File: src/hw/rtl/hsl_to_rgb_converter_unit_defines.svh
// Assertion helpers for the HSL to RGB converter.
// Both forms assume a clock named clk and an active-low reset named rst_n in scope.
`ifndef HSL_TO_RGB_CONVERTER_UNIT_DEFINES_SVH
`define HSL_TO_RGB_CONVERTER_UNIT_DEFINES_SVH

// Same-cycle implication.
`define H2R_ASSERT_IMPL(lbl, ante, cons, msg) \
    lbl: assert property (@(posedge clk) disable iff (!rst_n) (ante) |-> cons) \
        else $error(msg);

// Next-cycle implication.
`define H2R_ASSERT_NEXT(lbl, ante, cons, msg) \
    lbl: assert property (@(posedge clk) disable iff (!rst_n) (ante) |=> cons) \
        else $error(msg);

`endif

File: src/hw/rtl/h2r_pkg.sv
`timescale 1ns / 1ps

package h2r_pkg;

    localparam int unsigned HUE_W       = 15;
    localparam int unsigned SAT_W       = 17;
    localparam int unsigned CH_W        = 8;
    localparam int unsigned HUE_LIMIT   = 23040;
    localparam int unsigned SECTOR      = 3840;
    localparam int unsigned Q16_ONE     = 65536;
    localparam int unsigned CQ_W        = 17;
    localparam int unsigned C32_W       = 34;
    localparam int unsigned F_W         = 12;
    localparam int unsigned P_W         = 35;
    localparam int unsigned VAL_W       = 46;
    localparam int unsigned ROUND_SHIFT = 40;
    localparam int unsigned PIPE_DEPTH  = 6;

    typedef enum logic [2:0] {
        SEC_RY = 3'd0,
        SEC_YG = 3'd1,
        SEC_GC = 3'd2,
        SEC_CB = 3'd3,
        SEC_BM = 3'd4,
        SEC_MR = 3'd5
    } sector_t;

endpackage

File: src/hw/rtl/h2r_chan_round.sv
`timescale 1ns / 1ps

module h2r_chan_round
    import h2r_pkg::*;
(
    input  logic [VAL_W-1:0] val,
    output logic [CH_W-1:0]  chan
);

    localparam int unsigned SUM_W = VAL_W + 5;
    localparam int unsigned Q_W   = SUM_W - ROUND_SHIFT;

    logic [SUM_W-1:0] sum;
    logic [Q_W-1:0]   quo;

    // scale by 17 and round half up at bit ROUND_SHIFT
    assign sum = (SUM_W'(val) << 4) + SUM_W'(val) + (SUM_W'(1) << (ROUND_SHIFT - 1));
    assign quo = sum[SUM_W-1:ROUND_SHIFT];

    always_comb
    begin
        if (quo > Q_W'((1 << CH_W) - 1))
        begin
            chan = '1;
        end
        else
        begin
            chan = quo[CH_W-1:0];
        end
    end

endmodule

File: src/hw/rtl/hsl_to_rgb_converter_unit.sv
// HSL to RGB converter: takes one pixel per clock (start high while busy is low; busy
// never rises) and returns it as a one-cycle done strobe carrying red, green, blue and
// invalid. The pipeline has six register stages (range check and sector decode, chroma
// multiply, hue-weighted multiply, scale, channel select, round and clamp) and it
// sustains one pixel per clock. There is no back-pressure: the receiver must take every
// beat in the cycle done is high. Out-of-range hue, saturation or lightness gives
// invalid high and zero channels.
`timescale 1ns / 1ps
`include "hsl_to_rgb_converter_unit_defines.svh"

module hsl_to_rgb_converter_unit
    import h2r_pkg::*;
(
    input  logic             clk,
    input  logic             rst_n,
    input  logic             start,
    output logic             busy,
    input  logic [HUE_W-1:0] hue,
    input  logic [SAT_W-1:0] saturation,
    input  logic [SAT_W-1:0] lightness,
    output logic             done,
    output logic [CH_W-1:0]  red,
    output logic [CH_W-1:0]  green,
    output logic [CH_W-1:0]  blue,
    output logic             invalid
);

    logic             in_bad;
    sector_t          s1_sec_next;
    logic [HUE_W-1:0] s1_base;
    logic [HUE_W-1:0] s1_off;
    logic [F_W-1:0]   s1_f_next;
    logic [SAT_W:0]   lit2;
    logic [SAT_W:0]   cq_wide;
    logic [CQ_W-1:0]  s1_cq_next;

    logic             s1_vld_reg, s2_vld_reg, s3_vld_reg, s4_vld_reg, s5_vld_reg;
    logic             s1_bad_reg, s2_bad_reg, s3_bad_reg, s4_bad_reg, s5_bad_reg;
    sector_t          s1_sec_reg, s2_sec_reg, s3_sec_reg, s4_sec_reg;
    logic [F_W-1:0]   s1_f_reg, s2_f_reg;
    logic [CQ_W-1:0]  s1_cq_reg;
    logic [SAT_W-1:0] s1_sat_reg;
    logic [SAT_W-1:0] s1_lit_reg, s2_lit_reg;
    logic [C32_W-1:0] s2_c32_reg;
    logic [P_W-1:0]   s3_p_reg, s3_q_reg;
    logic [VAL_W-1:0] s3_xr_reg, s4_xr_reg;
    logic [VAL_W-1:0] s4_mn_reg, s4_cm_reg;
    logic [VAL_W-1:0] s5_r_reg, s5_g_reg, s5_b_reg;

    logic [P_W-1:0]   lit_q17;
    logic [VAL_W-1:0] s5_xm;
    logic [VAL_W-1:0] s5_r_next, s5_g_next, s5_b_next;
    logic [CH_W-1:0]  rnd_r, rnd_g, rnd_b;

    logic             done_reg, invalid_reg;
    logic [CH_W-1:0]  red_reg, green_reg, blue_reg;

    assign busy = 1'b0;

    // stage 1: range check, sector decode, chroma factor
    assign in_bad = (hue >= HUE_W'(HUE_LIMIT)) || (saturation > SAT_W'(Q16_ONE))
                    || (lightness > SAT_W'(Q16_ONE));

    always_comb
    begin
        if (hue < HUE_W'(SECTOR))
        begin
            s1_sec_next = SEC_RY;
            s1_base     = '0;
        end
        else if (hue < HUE_W'(2 * SECTOR))
        begin
            s1_sec_next = SEC_YG;
            s1_base     = HUE_W'(SECTOR);
        end
        else if (hue < HUE_W'(3 * SECTOR))
        begin
            s1_sec_next = SEC_GC;
            s1_base     = HUE_W'(2 * SECTOR);
        end
        else if (hue < HUE_W'(4 * SECTOR))
        begin
            s1_sec_next = SEC_CB;
            s1_base     = HUE_W'(3 * SECTOR);
        end
        else if (hue < HUE_W'(5 * SECTOR))
        begin
            s1_sec_next = SEC_BM;
            s1_base     = HUE_W'(4 * SECTOR);
        end
        else
        begin
            s1_sec_next = SEC_MR;
            s1_base     = HUE_W'(5 * SECTOR);
        end
    end

    assign s1_off = hue - s1_base;

    always_comb
    begin
        if (s1_sec_next inside {SEC_YG, SEC_CB, SEC_MR})
        begin
            s1_f_next = F_W'(SECTOR) - s1_off[F_W-1:0];
        end
        else
        begin
            s1_f_next = s1_off[F_W-1:0];
        end
    end

    assign lit2    = {lightness, 1'b0};
    assign cq_wide = (lightness >= SAT_W'(Q16_ONE / 2)) ? ((SAT_W + 1)'(2 * Q16_ONE) - lit2)
                                                        : lit2;
    assign s1_cq_next = cq_wide[CQ_W-1:0];

    // stage 4 to 5: build X + m and map by sector
    assign s5_xm = s4_mn_reg + s4_xr_reg;

    always_comb
    begin
        unique case (s4_sec_reg)
            SEC_RY:
            begin
                s5_r_next = s4_cm_reg; s5_g_next = s5_xm;     s5_b_next = s4_mn_reg;
            end
            SEC_YG:
            begin
                s5_r_next = s5_xm;     s5_g_next = s4_cm_reg; s5_b_next = s4_mn_reg;
            end
            SEC_GC:
            begin
                s5_r_next = s4_mn_reg; s5_g_next = s4_cm_reg; s5_b_next = s5_xm;
            end
            SEC_CB:
            begin
                s5_r_next = s4_mn_reg; s5_g_next = s5_xm;     s5_b_next = s4_cm_reg;
            end
            SEC_BM:
            begin
                s5_r_next = s5_xm;     s5_g_next = s4_mn_reg; s5_b_next = s4_cm_reg;
            end
            SEC_MR:
            begin
                s5_r_next = s4_cm_reg; s5_g_next = s4_mn_reg; s5_b_next = s5_xm;
            end
            default:
            begin
                s5_r_next = s4_mn_reg; s5_g_next = s4_mn_reg; s5_b_next = s4_mn_reg;
            end
        endcase
    end

    assign lit_q17 = P_W'({s2_lit_reg, 17'd0});

    h2r_chan_round u_round_r (.val(s5_r_reg), .chan(rnd_r));
    h2r_chan_round u_round_g (.val(s5_g_reg), .chan(rnd_g));
    h2r_chan_round u_round_b (.val(s5_b_reg), .chan(rnd_b));

    // advance the valid chain
    always_ff @(posedge clk or negedge rst_n)
    begin
        if (!rst_n)
        begin
            s1_vld_reg <= 1'b0;
            s2_vld_reg <= 1'b0;
            s3_vld_reg <= 1'b0;
            s4_vld_reg <= 1'b0;
            s5_vld_reg <= 1'b0;
            done_reg   <= 1'b0;
        end
        else
        begin
            s1_vld_reg <= start && !busy;
            s2_vld_reg <= s1_vld_reg;
            s3_vld_reg <= s2_vld_reg;
            s4_vld_reg <= s3_vld_reg;
            s5_vld_reg <= s4_vld_reg;
            done_reg   <= s5_vld_reg;
        end
    end

    // payload stages
    always_ff @(posedge clk)
    begin
        s1_bad_reg <= in_bad;
        s1_sec_reg <= s1_sec_next;
        s1_f_reg   <= s1_f_next;
        s1_cq_reg  <= s1_cq_next;
        s1_sat_reg <= saturation;
        s1_lit_reg <= lightness;

        s2_bad_reg <= s1_bad_reg;
        s2_sec_reg <= s1_sec_reg;
        s2_f_reg   <= s1_f_reg;
        s2_lit_reg <= s1_lit_reg;
        s2_c32_reg <= C32_W'(s1_cq_reg) * C32_W'(s1_sat_reg);

        s3_bad_reg <= s2_bad_reg;
        s3_sec_reg <= s2_sec_reg;
        s3_p_reg   <= lit_q17 - P_W'(s2_c32_reg);
        s3_q_reg   <= lit_q17 + P_W'(s2_c32_reg);
        s3_xr_reg  <= VAL_W'(s2_c32_reg) * VAL_W'(s2_f_reg);

        s4_bad_reg <= s3_bad_reg;
        s4_sec_reg <= s3_sec_reg;
        s4_mn_reg  <= VAL_W'(s3_p_reg) * VAL_W'(SECTOR / 2);
        s4_cm_reg  <= VAL_W'(s3_q_reg) * VAL_W'(SECTOR / 2);
        s4_xr_reg  <= s3_xr_reg;

        s5_bad_reg <= s4_bad_reg;
        s5_r_reg   <= s5_r_next;
        s5_g_reg   <= s5_g_next;
        s5_b_reg   <= s5_b_next;

        // drop channels on an out-of-range beat
        invalid_reg <= s5_bad_reg;
        red_reg     <= s5_bad_reg ? '0 : rnd_r;
        green_reg   <= s5_bad_reg ? '0 : rnd_g;
        blue_reg    <= s5_bad_reg ? '0 : rnd_b;
    end

    assign done    = done_reg;
    assign invalid = invalid_reg;
    assign red     = red_reg;
    assign green   = green_reg;
    assign blue    = blue_reg;

    `H2R_ASSERT_IMPL(a_bad_zero, done && invalid, (red == '0 && green == '0 && blue == '0), "invalid beat with nonzero channel")
    `H2R_ASSERT_IMPL(a_latency, start && !busy, ##PIPE_DEPTH done, "accepted beat did not emerge on time")
    `H2R_ASSERT_IMPL(a_flag_track, done, invalid == $past(in_bad, PIPE_DEPTH), "invalid flag lost its beat")
    `H2R_ASSERT_NEXT(a_chroma_order, s3_vld_reg && !s3_bad_reg, s4_cm_reg >= s4_mn_reg, "chroma term below offset")

endmodule
File: config.mk
export PLATFORM = sky130hd
export DESIGN_NAME = hsl_to_rgb_converter_unit
export DESIGN_NICKNAME = d
export VERILOG_FILES = /design/src/hw/rtl/h2r_pkg.sv /design/src/hw/rtl/h2r_chan_round.sv /design/src/hw/rtl/hsl_to_rgb_converter_unit.sv
export VERILOG_INCLUDE_DIRS = /design/src /design/src/hw/rtl
export SDC_FILE = /design/constraint.sdc
export NUM_CORES = 2
export LEC_CHECK = 0
export BUFFER_PORTS_ARGS = -buffer_cell sky130_fd_sc_hd__buf_2
export CORE_MARGIN = 2
export CORE_UTILIZATION = 45
export DETAILED_ROUTE_END_ITERATION = 8
export SETUP_SLACK_MARGIN = 0.1
export SLEW_MARGIN = 30
export SYNTH_ARGS = -nofsm -noshare
export SYNTH_HDL_FRONTEND = slang
export SYNTH_SLANG_ARGS = --single-unit
File: constraint.sdc
create_clock -name clk -period 7.3 [get_ports clk]
set_input_delay 0.365 -clock clk [delete_from_list [all_inputs] [get_ports clk]]
set_output_delay 0.365 -clock clk [all_outputs]
set_load 0.02 [all_outputs]
Word level (Yosys, flattened, before mapping). Index checks and enable logic that the tools add are counted.

Eq/ne operators: 8. Multiply operators: 4. Mux-type cells: 18. $lt $le $gt $ge: 12. Reductions and logical operators: 10. $add $sub $neg: 12.

Operators with widths (number): $pmux 46 s2 (3); $add 50x46->51 (3); $add 51x40->51 const B (3); $mul 35x4->39 const B (2); $mux 12 (5); $add 46x46->46 (1); $mul 34x12->46 (1); $add 34x34->35 (1); $sub 34x34->35 (1); $gt 17x17->1 const B (2); $mul 17x17->34 (1); $gt 11x8->1 const B (3); $lt 15x14->1 const B (2); $mux 8 (3); $ge 17x16->1 const B (1); $mux 17 (1); $sub 1x17->17 const A (1); $ge 15x15->1 const B (1); $lt 15x12->1 const B (1); $lt 15x13->1 const B (1); $lt 15x15->1 const B (1); $mux 3 (4); $reduce_or 2->1 (6); $sub 12x12->12 (1); other kinds (9) (15).

Input port bits: 52. Register bits: 552.

Longest topological paths before layout.
Word-level depth: 9. Gate-level depth with buffers: 24. Depth with buffers taken out: 23.

Modules after synthesis. A second synthesis with hierarchy kept.

Cell total of the unflattened synthesis: 5791. Area, all modules: 52385.2 µm².

By module, submodules not included: hsl_to_rgb_converter_unit (area each 45542.4 µm², sequential area each 10800.4 µm², instances 1, cells each 4885); h2r_chan_round (area each 2280.9 µm², sequential area each 0.0 µm², instances 3, cells each 302).

Least setup slack after synthesis. Ideal clock, no wire load.

Path type: flip-flop to flip-flop. Start point: register s1_cq_reg[11]. End point: register s2_c32_reg[33]. Setup slack: 1.301 ns. Cell stages (with the launch flop): 22. Arrival: 5.878 ns. Clock period less this slack: 5.999 ns. Data required time: 7.179 ns. Cell sequence: dfxtp_1 -> clkbuf_1 -> nand2_1 -> fa_1 -> fa_1 -> fa_1 -> fa_1 -> inv_1 -> fa_1 -> inv_1 -> fa_1 -> inv_1 -> ha_1 -> nand2_1 -> o21ai_0 -> o32a_1 -> o31ai_1 -> o31a_1 -> o31a_1 -> o2111ai_1 -> a21oi_1 -> xnor2_1.

Cells in the longest elaborated chain, start to end: 1.

RTL lines: start: declaration (line hsl_to_rgb_converter_unit.sv:41) `logic [CQ_W-1:0] s1_cq_reg;`; start signal: assignment (line hsl_to_rgb_converter_unit.sv:189) `s1_cq_reg <= s1_cq_next;`; $mul 17x17->34 (line hsl_to_rgb_converter_unit.sv:197) `s2_c32_reg <= C32_W'(s1_cq_reg) * C32_W'(s1_sat_reg);`; end signal: assignment (line hsl_to_rgb_converter_unit.sv:197); end: declaration (line hsl_to_rgb_converter_unit.sv:44) `logic [C32_W-1:0] s2_c32_reg;`.

No other way between the ends. A chain may end at the register's enable or synchronous reset.

Worst setup path after layout.
Start point: register s2_f_reg[6]. End point: register s3_xr_reg[44].

Cells in the longest elaborated chain, start to end: 1.

RTL lines: start: declaration (line hsl_to_rgb_converter_unit.sv:40) `logic [F_W-1:0] s1_f_reg, s2_f_reg;`; start signal: assignment (line hsl_to_rgb_converter_unit.sv:195) `s2_f_reg <= s1_f_reg;`; $mul 34x12->46 (line hsl_to_rgb_converter_unit.sv:203) `s3_xr_reg <= VAL_W'(s2_c32_reg) * VAL_W'(s2_f_reg);`; end signal: assignment (line hsl_to_rgb_converter_unit.sv:203); end: declaration (line hsl_to_rgb_converter_unit.sv:46) `logic [VAL_W-1:0] s3_xr_reg, s4_xr_reg;`.

No other way between the ends.

==> flow_metrics.py <==
metrics = {
    "synth": {
        "synthesis.area_um2": 50930,
        "yosys_most_used_dff": "dfxtp_1",
        "synthArstFlopShare_pct": 1.115,
        "syn-num-nets": 6790,
        "ys_seq_elements": 538,
        "synth_edf_count": 0,
        "syn_area_per_cell_um2": 9.264,
        "synth-seq-area-share_pct": 21.21,
        "yosysUniqueCellTypes": 86,
        "syn_inst": 5497,
        "yosysWarnings": 0,
    },
    "routing": {
        "ant_nets": 0,
        "vias": 37600,
        "routedWlPerCell_um": 17.88,
        "via_per_inst": 5.294,
        "detail_route.wirelength_um": 127000,
        "dr.first_iter.drc_count": 1886,
        "drc": 0,
        "drt_pass1_iterations": 6,
    },
    "global_routing": {
        "grt_start_max_net_pins": 56,
        "grt_overflow": 0,
        "grt_pass1_wl_um": 207000,
        "first_global_vias": 38790,
        "antenna_found_initial": 1,
        "grt_usage_pct": 22.13,
    },
    "worst_setup_path": {
        "cp-start-kind": "flop",
        "arrival_ns": 7.35,
        "critPathKind": "flop to flop",
        "end_kind": "flop",
        "path_max_fanout": 21,
        "cp.required_ns": 7.83,
    },
    "die": {
        "initial_core_util_pct": 45.33,
        "core_area_um2": 112300,
        "die_x_um": 340.4,
        "die_h_um": 340.4,
        "die-area_um2": 115900,
        "std_cell_rows": 123,
        "ios": 79,
    },
    "layout": {
        "filler_cell_count": 10650,
        "areaGrowthSynthToFinish_pct": 9.334,
        "multi_input_area_um2": 36690,
        "drive_above_1_share_pct": 5.358,
        "fin_nets": 6841,
        "final_area_um2": 55680,
        "fin_cells": 7102,
        "final-seq-area_um2": 10800,
    },
    "place": {
        "placed_cell_area_um2": 52940,
        "portBuffers": 77,
        "dp_hpwl_um": 103200,
        "dp_cells": 6940,
        "place_congestion": 0.8632,
    },
    "timing": {
        "fin_worst_skew_ns": 0.05501,
        "max_slew.worst_pin.slew_ns": 0.9198,
        "finalCritPeriodShare_pct": 93.44,
        "max_slew_margin_pct": 38.60,
        "hold_viol": 0,
        "fmax_mhz": 146.6,
        "finalMaxSlewViolations": 0,
        "fin_crit_ns": 6.821,
        "grt_setup_unrepaired": "false",
        "setup_tns_ns": 0,
        "setup_viol": 0,
    },
    "clocking": {
        "numClockSinks": 538,
        "path_clk_slew_ns": 0.06,
        "cts-root-buf": "clkbuf_16",
        "cts_hold_buf": 45,
        "cts_buffers": 61,
        "cts_resized": 0,
        "h-tree-depth": 2,
        "cts_setup_buffers": 0,
        "clkLatencyLatePin_ns": 0.70,
        "tritoncts": "built",
        "clockBufferDepth": 3,
    },
    "hold_path": {
        "hp-class": "primary input to flop",
    },
    "run_status": {
        "run_status": "finished, final reports clean",
    },
    "flow_run": {
        "max-cap-violations": 0,
    },
}
through the flow:
stage | worst slack (ns) | hold WS, ns | util, %
floorplan | 1.301 | 0.06941 | -
global placement | 0.6799 | 0.1895 | 47.12
detailed placement | 0.6261 | 0.1890 | 47.12
CTS | 0.5913 | 0.02175 | 49.55
global route | 0.3036 | 0.05830 | 49.55
finish | 0.4790 | 0.06720 | 49.56
worst max-delay path: stages, from the launching register on:
cell      delay (ns)
dfxtp_1         0.63
buf_4           0.35
nand2_1         0.10
fa_1            0.50
inv_1           0.05
fa_1            0.47
fa_1            0.52
fa_1            0.54
inv_1           0.05
fa_1            0.57
inv_1           0.06
ha_1            0.37
nand3_1         0.15
or3_1           0.33
a211oi_1        0.55
o21ai_0         0.39
a31oi_1         0.31
o21ai_0         0.21
o211ai_1        0.25
mux2i_1         0.20
nand2_1         0.07
Yosys cell counts, types with 62 or more instances:
cell | n | area (um2)
inv_1 | 727 | 2729
nand2_1 | 660 | 2477
fa_1 | 652 | 13050
ha_1 | 589 | 7370
dfxtp_1 | 532 | 10650
a21oi_1 | 315 | 1577
and2_1 | 253 | 1583
nor2_1 | 217 | 814.5
o21ai_0 | 193 | 965.9
clkbuf_1 | 177 | 664.4
xnor2_1 | 163 | 1428
a21o_1 | 119 | 893.4
xor2_1 | 74 | 648.1
nand3_1 | 72 | 360.4
nor3_1 | 62 | 310.3
area by class of cell:
cell class / instances / area share, %
Antenna cell: 3 / 0.01348
Timing Repair Buffer: 181 / 2.297
Multi-Input combinational cell: 4038 / 65.90
Clock buffer: 79 / 3.079
Clock inverter: 35 / 1.027
Inverter: 728 / 4.908
Tap cell: 1500 / 3.371
Sequential cell: 538 / 19.40
final timing paths:
| kind | endpoint | slack, ns | cells past startpoint | start |
|---|---|---|---|---|
| hold / removal | s1_sec_reg[2]$_DFF_P_ | 0.07 | 2 | hue[14] |
| setup / recovery | s3_xr_reg[44]$_DFF_P_ | 0.48 | 20 | s2_f_reg[6]$_DFF_P_ |
| max in group asynchronous | s4_vld_reg$_DFF_PN0_ | 6.50 | 3 | rst_n |
| min in group asynchronous | done$_DFF_PN0_ | 0.60 | 3 | rst_n |
| setup reg to reg | s3_xr_reg[44]$_DFF_P_ | 0.48 | 20 | s2_f_reg[6]$_DFF_P_ |
| hold reg to reg | s4_xr_reg[35]$_DFF_P_ | 0.29 | 0 | s3_xr_reg[35]$_DFF_P_ |
layer usage:
| metal | track usage (%) | part of all wire, % | routed length, um | up-vias |
|---|---|---|---|---|
| met5 | 0 | 0 | 0 | - |
| met4 | 5.736 | 2.4 | 3013 | 0 |
| met3 | 2.022 | 3.8 | 4772 | 160 |
| met2 | 38.21 | 48 | 61090 | 785 |
| met1 | 29.80 | 46 | 58080 | 18400 |
| li1 | - | - | - | 18250 |
cells in the final DEF, fill, tap and decap left out, types with 45 or more instances in the layout:
cell	instances
buf_4	59
xor2_1	72
and2_1	253
dlygate4sd3_1	45
o21ai_0	192
nor3_1	62
nand2_1	660
nand3_1	72
a21oi_1	315
mux2i_1	51
inv_1	727
xnor2_1	161
nor2_1	217
buf_2	77
o22ai_1	45
fa_1	652
ha_1	589
a21o_1	119
dfxtp_1	529
clkbuf_16	61
kinds of logic after synthesis:
| kind of cell | count (synthesis) | share of synthesized area, % |
|---|---|---|
| DFF | 538 | 21.21 |
| xor gates and xnor gates | 237 | 4.076 |
| buffers and inverters | 921 | 6.820 |
| adders and majority gates | 1241 | 40.10 |
| other | 1 | 0.007364 |
| muxes | 62 | 1.246 |
| and+or+nand+nor | 1478 | 13.72 |
| AOI/OAI and AO/OA | 1019 | 12.82 |
Power is not shown: default switching activity piles up to over one toggle a cycle in this logic, so the estimate is an artifact.
